--- config.mk ---
export PLATFORM = sky130hd
export DESIGN_NAME = nfa_state_set_step_top
export DESIGN_NICKNAME = d
export VERILOG_FILES = /design/src/rtl/core/nfa_pkg.sv /design/src/rtl/core/nfa_state_set_step_top.sv
export SDC_FILE = /design/constraint.sdc
export NUM_CORES = 2
export LEC_CHECK = 0
export BUFFER_PORTS_ARGS = -buffer_cell sky130_fd_sc_hd__buf_2
export CAP_MARGIN = 15
export CORE_UTILIZATION = 61
export CTS_CLUSTER_DIAMETER = 80
export DETAILED_ROUTE_END_ITERATION = 10
export PLACE_DENSITY = 0.77
export RECOVER_POWER = 25
export SYNTH_ARGS = -nofsm -noshare
export SYNTH_HDL_FRONTEND = slang
export SYNTH_SLANG_ARGS = --single-unit
--- constraint.sdc ---
create_clock -name i_clk -period 10.5 [get_ports i_clk]
set_input_delay 0.525 -clock i_clk [delete_from_list [all_inputs] [get_ports i_clk]]
set_output_delay 0.525 -clock i_clk [all_outputs]
set_load 0.005 [all_outputs]
--- src/rtl/core/nfa_pkg.sv ---
// ----------------------------------------------------------------------------
// NFA state set step package
// Shared types and constants for the NFA edge-table stepping engine.
// ----------------------------------------------------------------------------
`default_nettype none

package nfa_pkg;

    // Default sizing of the automaton.
    localparam int DEF_STATE_COUNT = 32;
    localparam int DEF_EDGE_SLOTS  = 128;

    // Fixed field widths of the stream words.
    localparam int SLOT_W   = 7;
    localparam int STATE_W  = 5;
    localparam int BYTE_W   = 8;
    localparam int MASK_W   = 32;
    localparam int IN_DATA_W  = 80;
    localparam int OUT_DATA_W = 32;

    // Slot indexes reachable through the input word.
    localparam int SLOT_SPACE = 1 << SLOT_W;

    // Operation selected by an input word.
    typedef enum logic [1:0] {
        ACT_WRITE_SLOT = 2'd0,
        ACT_LOAD_SET   = 2'd1,
        ACT_STEP_BYTE  = 2'd2,
        ACT_STEP_RANGE = 2'd3
    } t_action;

    // Controller states, one-hot.
    typedef enum logic [3:0] {
        S_IDLE  = 4'b0001,
        S_SCAN  = 4'b0010,
        S_DRAIN = 4'b0100,
        S_DONE  = 4'b1000
    } t_state;

    // Stored part of one edge slot; the valid bit lives in flip-flops.
    typedef struct packed {
        logic [STATE_W-1:0] src;
        logic [STATE_W-1:0] dst;
        logic [BYTE_W-1:0]  lo;
        logic [BYTE_W-1:0]  hi;
    } t_edge;

endpackage

`default_nettype wire

--- src/rtl/core/nfa_state_set_step_top.sv ---
// ----------------------------------------------------------------------------
// NFA state set step
// Edge-table NFA engine: writes edge slots, loads or steps the active set.
// ----------------------------------------------------------------------------
// Usage:
//   Input words arrive on the s_axis group. tuser carries the operation
//   (write slot, load set, step by byte, step by exact range); tdata carries
//   the slot, edge and mask fields. Every accepted word answers with exactly
//   one output word on the m_axis group: tdata is the active state set after
//   the operation and tuser is set when that set is empty.
//   A slot write or set load goes straight to the done state, without a
//   scan. A step reads the edge memory one slot per cycle through its
//   single read port, over all min(EDGE_SLOTS, 128) table slots, then
//   commits the new set in a drain state. One word is processed at a time.
//   The output word sits in its own register, so a new input word is taken
//   while an earlier result still waits; a stalled receiver only holds the
//   engine once the next result is ready to be written.
//   Reset marks all slots invalid and clears the active set; no clearing
//   pass over the memory is needed.
// ----------------------------------------------------------------------------
`default_nettype none

module nfa_state_set_step_top
    import nfa_pkg::*;
#(
    parameter int STATE_COUNT = DEF_STATE_COUNT,
    parameter int EDGE_SLOTS  = DEF_EDGE_SLOTS
) (
    input  wire logic                  i_clk,
    input  wire logic                  i_rst_n,
    // Input stream.
    input  wire logic                  s_axis_tvalid,
    output logic                       s_axis_tready,
    // tdata: slot[6:0], slot_valid[7], source_state[12:8], dest_state[17:13],
    //        range_low[25:18], range_high[33:26], active_mask[65:34],
    //        symbol[73:66], zero fill [79:74]
    input  wire logic [IN_DATA_W-1:0]  s_axis_tdata,
    // tuser: action[1:0]
    input  wire logic [1:0]            s_axis_tuser,
    // Output stream.
    output logic                       m_axis_tvalid,
    input  wire logic                  m_axis_tready,
    // tdata: current_states[31:0]
    output logic [OUT_DATA_W-1:0]      m_axis_tdata,
    // tuser: none_reached[0]
    output logic                       m_axis_tuser
);

    // Only the first 128 slots can ever be written through the word.
    localparam int TABLE_DEPTH = (EDGE_SLOTS < SLOT_SPACE) ? EDGE_SLOTS : SLOT_SPACE;
    localparam int IDX_W       = $clog2(TABLE_DEPTH);
    localparam int ACT_W       = STATE_COUNT;

    // Unpacked input fields.
    logic [SLOT_W-1:0]  in_slot;
    logic               in_slot_valid;
    logic [STATE_W-1:0] in_src;
    logic [STATE_W-1:0] in_dst;
    logic [BYTE_W-1:0]  in_lo;
    logic [BYTE_W-1:0]  in_hi;
    logic [MASK_W-1:0]  in_mask;
    logic [BYTE_W-1:0]  in_symbol;
    t_action            in_action;

    assign in_slot       = s_axis_tdata[6:0];
    assign in_slot_valid = s_axis_tdata[7];
    assign in_src        = s_axis_tdata[12:8];
    assign in_dst        = s_axis_tdata[17:13];
    assign in_lo         = s_axis_tdata[25:18];
    assign in_hi         = s_axis_tdata[33:26];
    assign in_mask       = s_axis_tdata[65:34];
    assign in_symbol     = s_axis_tdata[73:66];
    assign in_action     = t_action'(s_axis_tuser);

    // Controller and datapath registers.
    t_state               r_state, n_state;
    t_action              r_action;
    logic [BYTE_W-1:0]    r_lo;
    logic [BYTE_W-1:0]    r_hi;
    logic [BYTE_W-1:0]    r_symbol;
    logic [IDX_W-1:0]     r_scan_idx;
    logic                 r_rd_v;
    logic                 r_rd_live;
    t_edge                r_rd_edge;
    logic [ACT_W-1:0]     r_next;
    logic [ACT_W-1:0]     r_active;
    logic [TABLE_DEPTH-1:0] r_live;
    logic                 r_out_valid;
    logic [OUT_DATA_W-1:0] r_out_states;
    logic                 r_out_empty;

    // Edge memory, one synchronous read port and one write port.
    t_edge                edge_mem [TABLE_DEPTH];

    logic                 accept;
    logic                 slot_ok;
    logic                 write_ok;
    logic [ACT_W-1:0]     src_shift;
    logic                 src_active;
    logic                 range_hit;
    logic                 edge_hit;
    logic [ACT_W-1:0]     hit_mask;
    logic [ACT_W-1:0]     scan_result;
    logic [63:0]          mask_wide;
    logic [63:0]          active_wide;
    logic                 out_free;
    logic                 scan_last;

    assign s_axis_tready = (r_state == S_IDLE);
    assign accept        = s_axis_tvalid && s_axis_tready;

    // Slot writes outside the table or naming a state beyond the count are dropped.
    assign slot_ok  = (13'(in_slot) < 13'(EDGE_SLOTS));
    assign write_ok = slot_ok && (7'(in_src) < 7'(STATE_COUNT))
                              && (7'(in_dst) < 7'(STATE_COUNT));

    // Match of the slot just read against the step condition.
    assign src_shift  = r_active >> r_rd_edge.src;
    assign src_active = src_shift[0];
    always_comb begin
        if (r_action == ACT_STEP_BYTE) begin
            range_hit = (r_symbol >= r_rd_edge.lo) && (r_symbol <= r_rd_edge.hi);
        end else begin
            range_hit = (r_rd_edge.lo == r_lo) && (r_rd_edge.hi == r_hi);
        end
    end
    assign edge_hit    = r_rd_v && r_rd_live && src_active && range_hit;
    assign hit_mask    = edge_hit ? (ACT_W'(1) << r_rd_edge.dst) : '0;
    assign scan_result = r_next | hit_mask;

    assign mask_wide   = 64'(in_mask);
    assign active_wide = 64'(r_active);
    assign out_free    = !r_out_valid || m_axis_tready;
    assign scan_last   = (r_scan_idx == IDX_W'(TABLE_DEPTH - 1));

    // Next-state logic of the controller.
    always_comb begin
        n_state = r_state;
        unique case (r_state)
            S_IDLE: begin
                if (accept) begin
                    if (in_action == ACT_STEP_BYTE || in_action == ACT_STEP_RANGE) begin
                        n_state = S_SCAN;
                    end else begin
                        n_state = S_DONE;
                    end
                end
            end
            S_SCAN: begin
                if (scan_last) begin
                    n_state = S_DRAIN;
                end
            end
            S_DRAIN: begin
                n_state = S_DONE;
            end
            S_DONE: begin
                if (out_free) begin
                    n_state = S_IDLE;
                end
            end
            default: begin
                n_state = S_IDLE;
            end
        endcase
    end

    // Edge memory write at acceptance and scan read.
    always_ff @(posedge i_clk) begin
        if (accept && in_action == ACT_WRITE_SLOT && write_ok) begin
            edge_mem[in_slot[IDX_W-1:0]] <= '{src: in_src, dst: in_dst,
                                              lo: in_lo, hi: in_hi};
        end
        r_rd_edge <= edge_mem[r_scan_idx];
    end

    // Control registers, valid bits and the active set.
    always_ff @(posedge i_clk) begin
        if (!i_rst_n) begin
            r_state     <= S_IDLE;
            r_rd_v      <= 1'b0;
            r_live      <= '0;
            r_active    <= '0;
            r_out_valid <= 1'b0;
        end else begin
            r_state   <= n_state;
            r_rd_v    <= (r_state == S_SCAN);
            r_rd_live <= r_live[r_scan_idx];
            if (accept && in_action == ACT_WRITE_SLOT && write_ok) begin
                r_live[in_slot[IDX_W-1:0]] <= in_slot_valid;
            end
            if (accept && in_action == ACT_LOAD_SET) begin
                r_active <= mask_wide[ACT_W-1:0];
            end
            if (r_state == S_DRAIN) begin
                r_active <= scan_result;
            end
            // Output register: load a finished result, drop a taken one.
            if (r_state == S_DONE && out_free) begin
                r_out_valid <= 1'b1;
            end else if (m_axis_tready) begin
                r_out_valid <= 1'b0;
            end
        end
    end

    // Step operands, scan counter and accumulated destination set.
    always_ff @(posedge i_clk) begin
        if (accept) begin
            r_action   <= in_action;
            r_lo       <= in_lo;
            r_hi       <= in_hi;
            r_symbol   <= in_symbol;
            r_scan_idx <= '0;
            r_next     <= '0;
        end else begin
            if (r_state == S_SCAN && !scan_last) begin
                r_scan_idx <= r_scan_idx + IDX_W'(1);
            end
            if (r_rd_v) begin
                r_next <= scan_result;
            end
        end
        if (r_state == S_DONE && out_free) begin
            r_out_states <= active_wide[OUT_DATA_W-1:0];
            r_out_empty  <= (active_wide[OUT_DATA_W-1:0] == '0);
        end
    end

    assign m_axis_tvalid = r_out_valid;
    assign m_axis_tdata  = r_out_states;
    assign m_axis_tuser  = r_out_empty;

    // The last read of a scan is always in flight when the result is committed.
    a_drain_has_data: assert property (@(posedge i_clk) disable iff (!i_rst_n)
        (r_state == S_DRAIN) |-> r_rd_v)
        else $error("scan committed without its last slot read");

    // A slot write or set load completes without a scan.
    a_short_ops: assert property (@(posedge i_clk) disable iff (!i_rst_n)
        (accept && (in_action == ACT_WRITE_SLOT || in_action == ACT_LOAD_SET))
        |=> (r_state == S_DONE))
        else $error("short operation did not go straight to completion");

    // A step starts from the first slot with an empty destination set.
    a_step_start: assert property (@(posedge i_clk) disable iff (!i_rst_n)
        (accept && (in_action == ACT_STEP_BYTE || in_action == ACT_STEP_RANGE))
        |=> (r_scan_idx == '0 && r_next == '0 && r_state == S_SCAN))
        else $error("step did not start from a clean scan");

    // The empty flag agrees with the set it goes out with.
    a_empty_flag: assert property (@(posedge i_clk) disable iff (!i_rst_n)
        m_axis_tvalid |-> (m_axis_tuser == (m_axis_tdata == '0)))
        else $error("empty flag does not match the state set");

endmodule

`default_nettype wire
# Yosys cells after proc, flatten, opt, wreduce, memory -nomap -nowiden
# Memories as Yosys holds them, arrays and structs flattened. A register that Yosys moved wholly into a read port is not among the register bits.
# Index checks and enable logic that the tools add are counted.
# Widths: inputs -> output; s select.
# totals
mem_count,1
reg_bits,265
wordCells,76
latchBits,0
in_bits,86
romBits,0
out_inout_bits,35
ram_bits,3328
# mem_list
name,words,width,read_ports,rd_clocked_by_memory_dff,write_ports,line,text
edge_mem,128,26,1,1,1,nfa_state_set_step_top.sv:93,t_edge edge_mem [TABLE_DEPTH];
# op_classes
n_bitwise,1
mul,0
eq_ne,14
add_sub_neg,1
shifts,2
n_reduce_logical,20
div,0
magnitude_cmp,5
muxes,18
# ops
cell,n
$bwmux 128,1
$mux 32,3
$logic_not 32->1,1
$or 32x32->32,1
$shl 1x5->32 const A,1
$shr 32x5->1,1
$eq 8x8->1,2
$lt 7x8->1 const B,2
$mux 4,4
$pmux 4 s4,1
$logic_and 1x1->1,11
$ge 8x8->1,1
$le 8x8->1,1
$add 7x1->7 const B,1
$bmux 1 s7,1
$demux 1 s7,1
$eq 7x7->1 const B,1
$ge 7x1->1 const B,1
$mux 1,7
$eq 2x2->1 const B,3
$eq 4x1->1 const B,1
$eq 4x2->1 const B,1
$eq 4x3->1 const B,1
$eq 4x4->1 const B,1
other kinds (8),12

# Logic depth before layout (Yosys ltp)
# depth
ltp_word,7
mapped_depth,11
mapped_depth_nobuf,10

# Least setup slack after synthesis
# Ideal clock, no wire load.
# synth_path
path_kind,input to register
startpoint,input m_axis_tready
endpoint,"register r_out_states[0], in the netlist m_axis_tdata[0], enable pin"
setup_slack_ps,6237
t_required_ps,9994
arrival_ps,3757
cell_stages,2
path_buffers,0
path_cell_list,nor2b_1 nor4_1
# synth_between
elab_chain_cells,2
# synth_rtl
element,line,text
start: declaration,nfa_state_set_step_top.sv:42,"input wire logic m_axis_tready,"
$logic_or 1x1->1,nfa_state_set_step_top.sv:133,assign out_free = !r_out_valid || m_axis_tready;
$logic_and 1x1->1,nfa_state_set_step_top.sv:224,if (r_state == S_DONE && out_free) begin
end signal: assignment,nfa_state_set_step_top.sv:225,r_out_states <= active_wide[OUT_DATA_W-1:0];
end: declaration,nfa_state_set_step_top.sv:89,logic [OUT_DATA_W-1:0] r_out_states;
# Every way passes these cells.
# A chain may end at the register's enable or synchronous reset.

# Worst setup path in the final report
# layout_path
startpoint,input s_axis_tdata[32]
endpoint,memory edge_mem[5][6] (netlist name) (data pin)
# layout_lines
element,line,text
start: declaration,nfa_state_set_step_top.sv:37,"input wire logic [IN_DATA_W-1:0] s_axis_tdata,"
end: declaration,nfa_state_set_step_top.sv:93,
# No word-level cell before the write port.

==> out/metrics.csv <==
stage,metric,value,unit
outcome,status,finished with violations,
outcome,violations,"max-capacitance violations, max-slew violations",
synthesis,synth_cell_types,61,
timing,fmax,196,MHz
drt,routed_wl,363,mm
drt,ant_nets,0,
critical_path,worst-path-buf-inv,2,
synthesis,ys_seq_elements,3619,
clock_tree,htreeDepth,5,
clock_tree,clk_pin_slew,0.06,ns
timing,rsz0062_at_grt,no,
drt,route.met3.wl,43.0,mm
power,irDropWorstVdd,0.000233,V
clock_tree,insertion_delay,1.00,ns
critical_path,crit_chain,"clkbuf_1, clkbuf_1",
power,leakagePower,46.7,nW
worst_hold_path,min_from,s_axis_tdata[7],
worst_hold_path,min_to,r_live[71],
floorplanning,die_h,480,microns
critical_path,reg2reg_to,r_rd_edge[9],
critical_path,critPathArrivalTime,5.36,ns
timing,setup_tns,0,ns
critical_path,reg2reg_depth,6,
synthesis,syn_inst,6500,
worst_hold_path,min_path_cells,3,
critical_path,path_max_fanout,70,
clock_tree,cts_tree,built,
timing,fin_skew,0.102,ns
drt,routedWlPerCell,35.8,microns
floorplanning,die_w,480,microns
placement,hpwlAfterDp,188,mm
synthesis,ys_warn_count,0,
floorplanning,ioPinCount,121,
synthesis,async_flop_share,0,%
synthesis,post_synth.cell_area_avg,21.4,sq um
global_route,grt_pass1_wl,516,mm
floorplanning,design.core.area,227000,sq um
power,p_per_area,196,nW/um^2
critical_path,reg2reg_slack,5.76,ns
critical_path,critPathMostFrequentCell,clkbuf_1,
floorplanning,rows,175,
worst_hold_path,min_path_type,input pin to flip-flop,
clock_tree,cts_hold_buf,52,
critical_path,worstSetupEndpointType,flip-flop,
critical_path,cpLargestDelayFamily,buffers and inverters,
timing,setup_viol,0,
synthesis,netlist_area,139000,sq um
layout,area_growth,12.0,%
placement,gp_congestion,0.895,
floorplanning,start_util,61.3,%
layout,nets,6951,
global_route,grt_start_max_net_pins,138,
layout,drive_gt1_share,26.5,%
timing,tightest_slew,4.46,ns
critical_path,r2r_start,r_scan_idx[0],
drt,wl_met2,178,mm
synthesis,synth.net_count,6603,
clock_tree,max-clock-path-buffers,4,
placement,port_buffers,114,
floorplanning,die-area,230000,sq um
critical_path,critPathMaxStageDelay,2.43,ns
timing,slew_headroom,-197,%
drt,drt_iter0_drc,10795,
global_route,antenna_found_initial,29,
timing,fin_crit_sh,48.7,%
drt,wl_met1,122,mm
critical_path,cp_slowest_cell,clkbuf_1,
timing,period_minus_slack,5.11,ns
clock_tree,cts_setup_buffers,0,
global_route,grt_usage,31.9,%
drt,top_layer,met5,
clock_tree,post_cts_resized,0,
global_route,grt_overflow,0,
timing,finalHoldViolCount,0,
synthesis,ys.flop_type,edfxtp_1,
clock_tree,cts_sinks,3619,
global_route,grt_pass1_vias,71860,
clock_tree,numCtsBuffers,359,
critical_path,worst-path-stages,2,
drt,first_pass_iters,6,
drt,drc,0,
drt,vias_per_cell,6.96,
critical_path,cp-start-kind,input pin,
clock_tree,clockRootBuffer,clkbuf_16,
drt,via_count,70635,
synthesis,synth_edf_count,3388,
critical_path,worstSetupPathType,input pin to flip-flop,
critical_path,required,10.75,ns
synthesis,seq_area_frac_synth,76.3,%
run,max_cap_viol_count,36,
timing,slew_violations,2224,
layout,post-route-util,68.7,%
synthesized netlist by cell type (all sizes together), types with 30 or more instances:
| master | number | area share [%] |
|---|---|---|
| buf | 185 | 0.68 |
| nand2 | 288 | 0.78 |
| nand3 | 98 | 0.35 |
| mux4 | 981 | 16 |
| a21boi | 131 | 0.71 |
| nor2 | 181 | 0.49 |
| dfxtp | 231 | 3.3 |
| clkbuf | 208 | 0.56 |
| a22oi | 82 | 0.45 |
| nand4 | 41 | 0.18 |
| edfxtp | 3388 | 73 |
| o21ai | 142 | 0.51 |
| mux2i | 212 | 1.5 |
| a21oi | 100 | 0.36 |
| inv | 30 | 0.081 |
state kept, by name, summed over array words and instances (netlist names):
register and count:
r_rd_edge 26, r_lo 8, r_action 2, m_axis_tdata 32, r_active 32, r_next 32, r_hi 8, m_axis_tuser 1
r_live 128, r_rd_live 1, r_state 4, r_scan_idx 7, m_axis_tvalid 1, r_symbol 8, r_rd_v 1, edge_mem 3328
metal layers:
metal | track usage [%] | vias up
li1 | - | 27828
met2 | 51.1 | 5225
met3 | 7.10 | 1030
met4 | 15.7 | 12
met5 | 0 | -
met1 | 41.9 | 36540
through the flow:
stage | instance area (sq um) | power [mW] | setup WS, ns | instances | hold slack [ns]
after detailed placement | 145000 | 18.5 | 5.86 | 9442 | 0.444
final | 156000 | 30.6 | 5.39 | 10142 | 0.144
after floorplan | 139000 | 17.9 | 6.24 | 6500 | 0.424
after global placement | 145000 | 18.5 | 5.88 | 9442 | 0.442
after global routing | 156000 | 31.4 | 5.36 | 10136 | 0.123
after CTS | 156000 | 30.7 | 5.79 | 10122 | 0.00437
placed cells by master, fill, tap and decap left out, types with 41 or more instances in the layout:
cell | netlist | layout
a21boi_0 | 126 | 126
a21oi_1 | 100 | 100
a22oi_1 | 81 | 81
buf_2 | 104 | 76
buf_4 | 12 | 192
clkbuf_1 | 207 | 141
clkbuf_16 | 0 | 364
clkinv_1 | 0 | 70
clkinv_2 | 0 | 47
dfxtp_1 | 231 | 226
dlygate4sd3_1 | 0 | 52
edfxtp_1 | 3388 | 3388
mux2i_1 | 212 | 212
mux4_2 | 981 | 981
nand2_1 | 288 | 286
nand3_1 | 98 | 96
nand4_1 | 41 | 41
nor2_1 | 181 | 51
nor2_4 | 0 | 98
o21ai_0 | 141 | 141
area by class of cell:
type                       instances  area, sq um
sequential                      3619       106000
timing repair buffer             380         2790
fill                           13113        71100
tap                             3009         3760
inverter                          30          113
multi-input combinational       2458        32000
clock inverter                   167         1510
antenna                           18         45.0
clock buffer                     461         9490
logic make-up after synthesis:
group / synth area share (%)
muxes: 17.4
buffers and inverters: 1.33
DFF: 76.3
AOI/OAI and AO/OA: 2.40
xor gates and xnor gates: 0.132
adders and majority gates: 0.153
and+or+nand+nor: 2.26
power by group:
group	leakage (nW)	internal (mW)	switching (mW)
Sequential	32.3	15.8	0.0760
Clock	5.35	7.03	5.30
Combinational	9.05	1.11	1.26
Total	46.7	24.0	6.63
worst max-delay path by stage:
stage / startpoint / end / slack (ns)
floorplan: m_axis_tready / m_axis_tdata[0] / 6.24
global placement: r_scan_idx[0] / r_rd_edge[11] / 5.88
detailed placement: r_scan_idx[0] / r_rd_edge[20] / 5.86
CTS: r_scan_idx[0] / r_rd_edge[3] / 5.79
global route: s_axis_tdata[32] / edge_mem[38][6] / 5.36
finish: s_axis_tdata[32] / edge_mem[5][6] / 5.39
No activity file was read; power rests on OpenSTA's default activity.
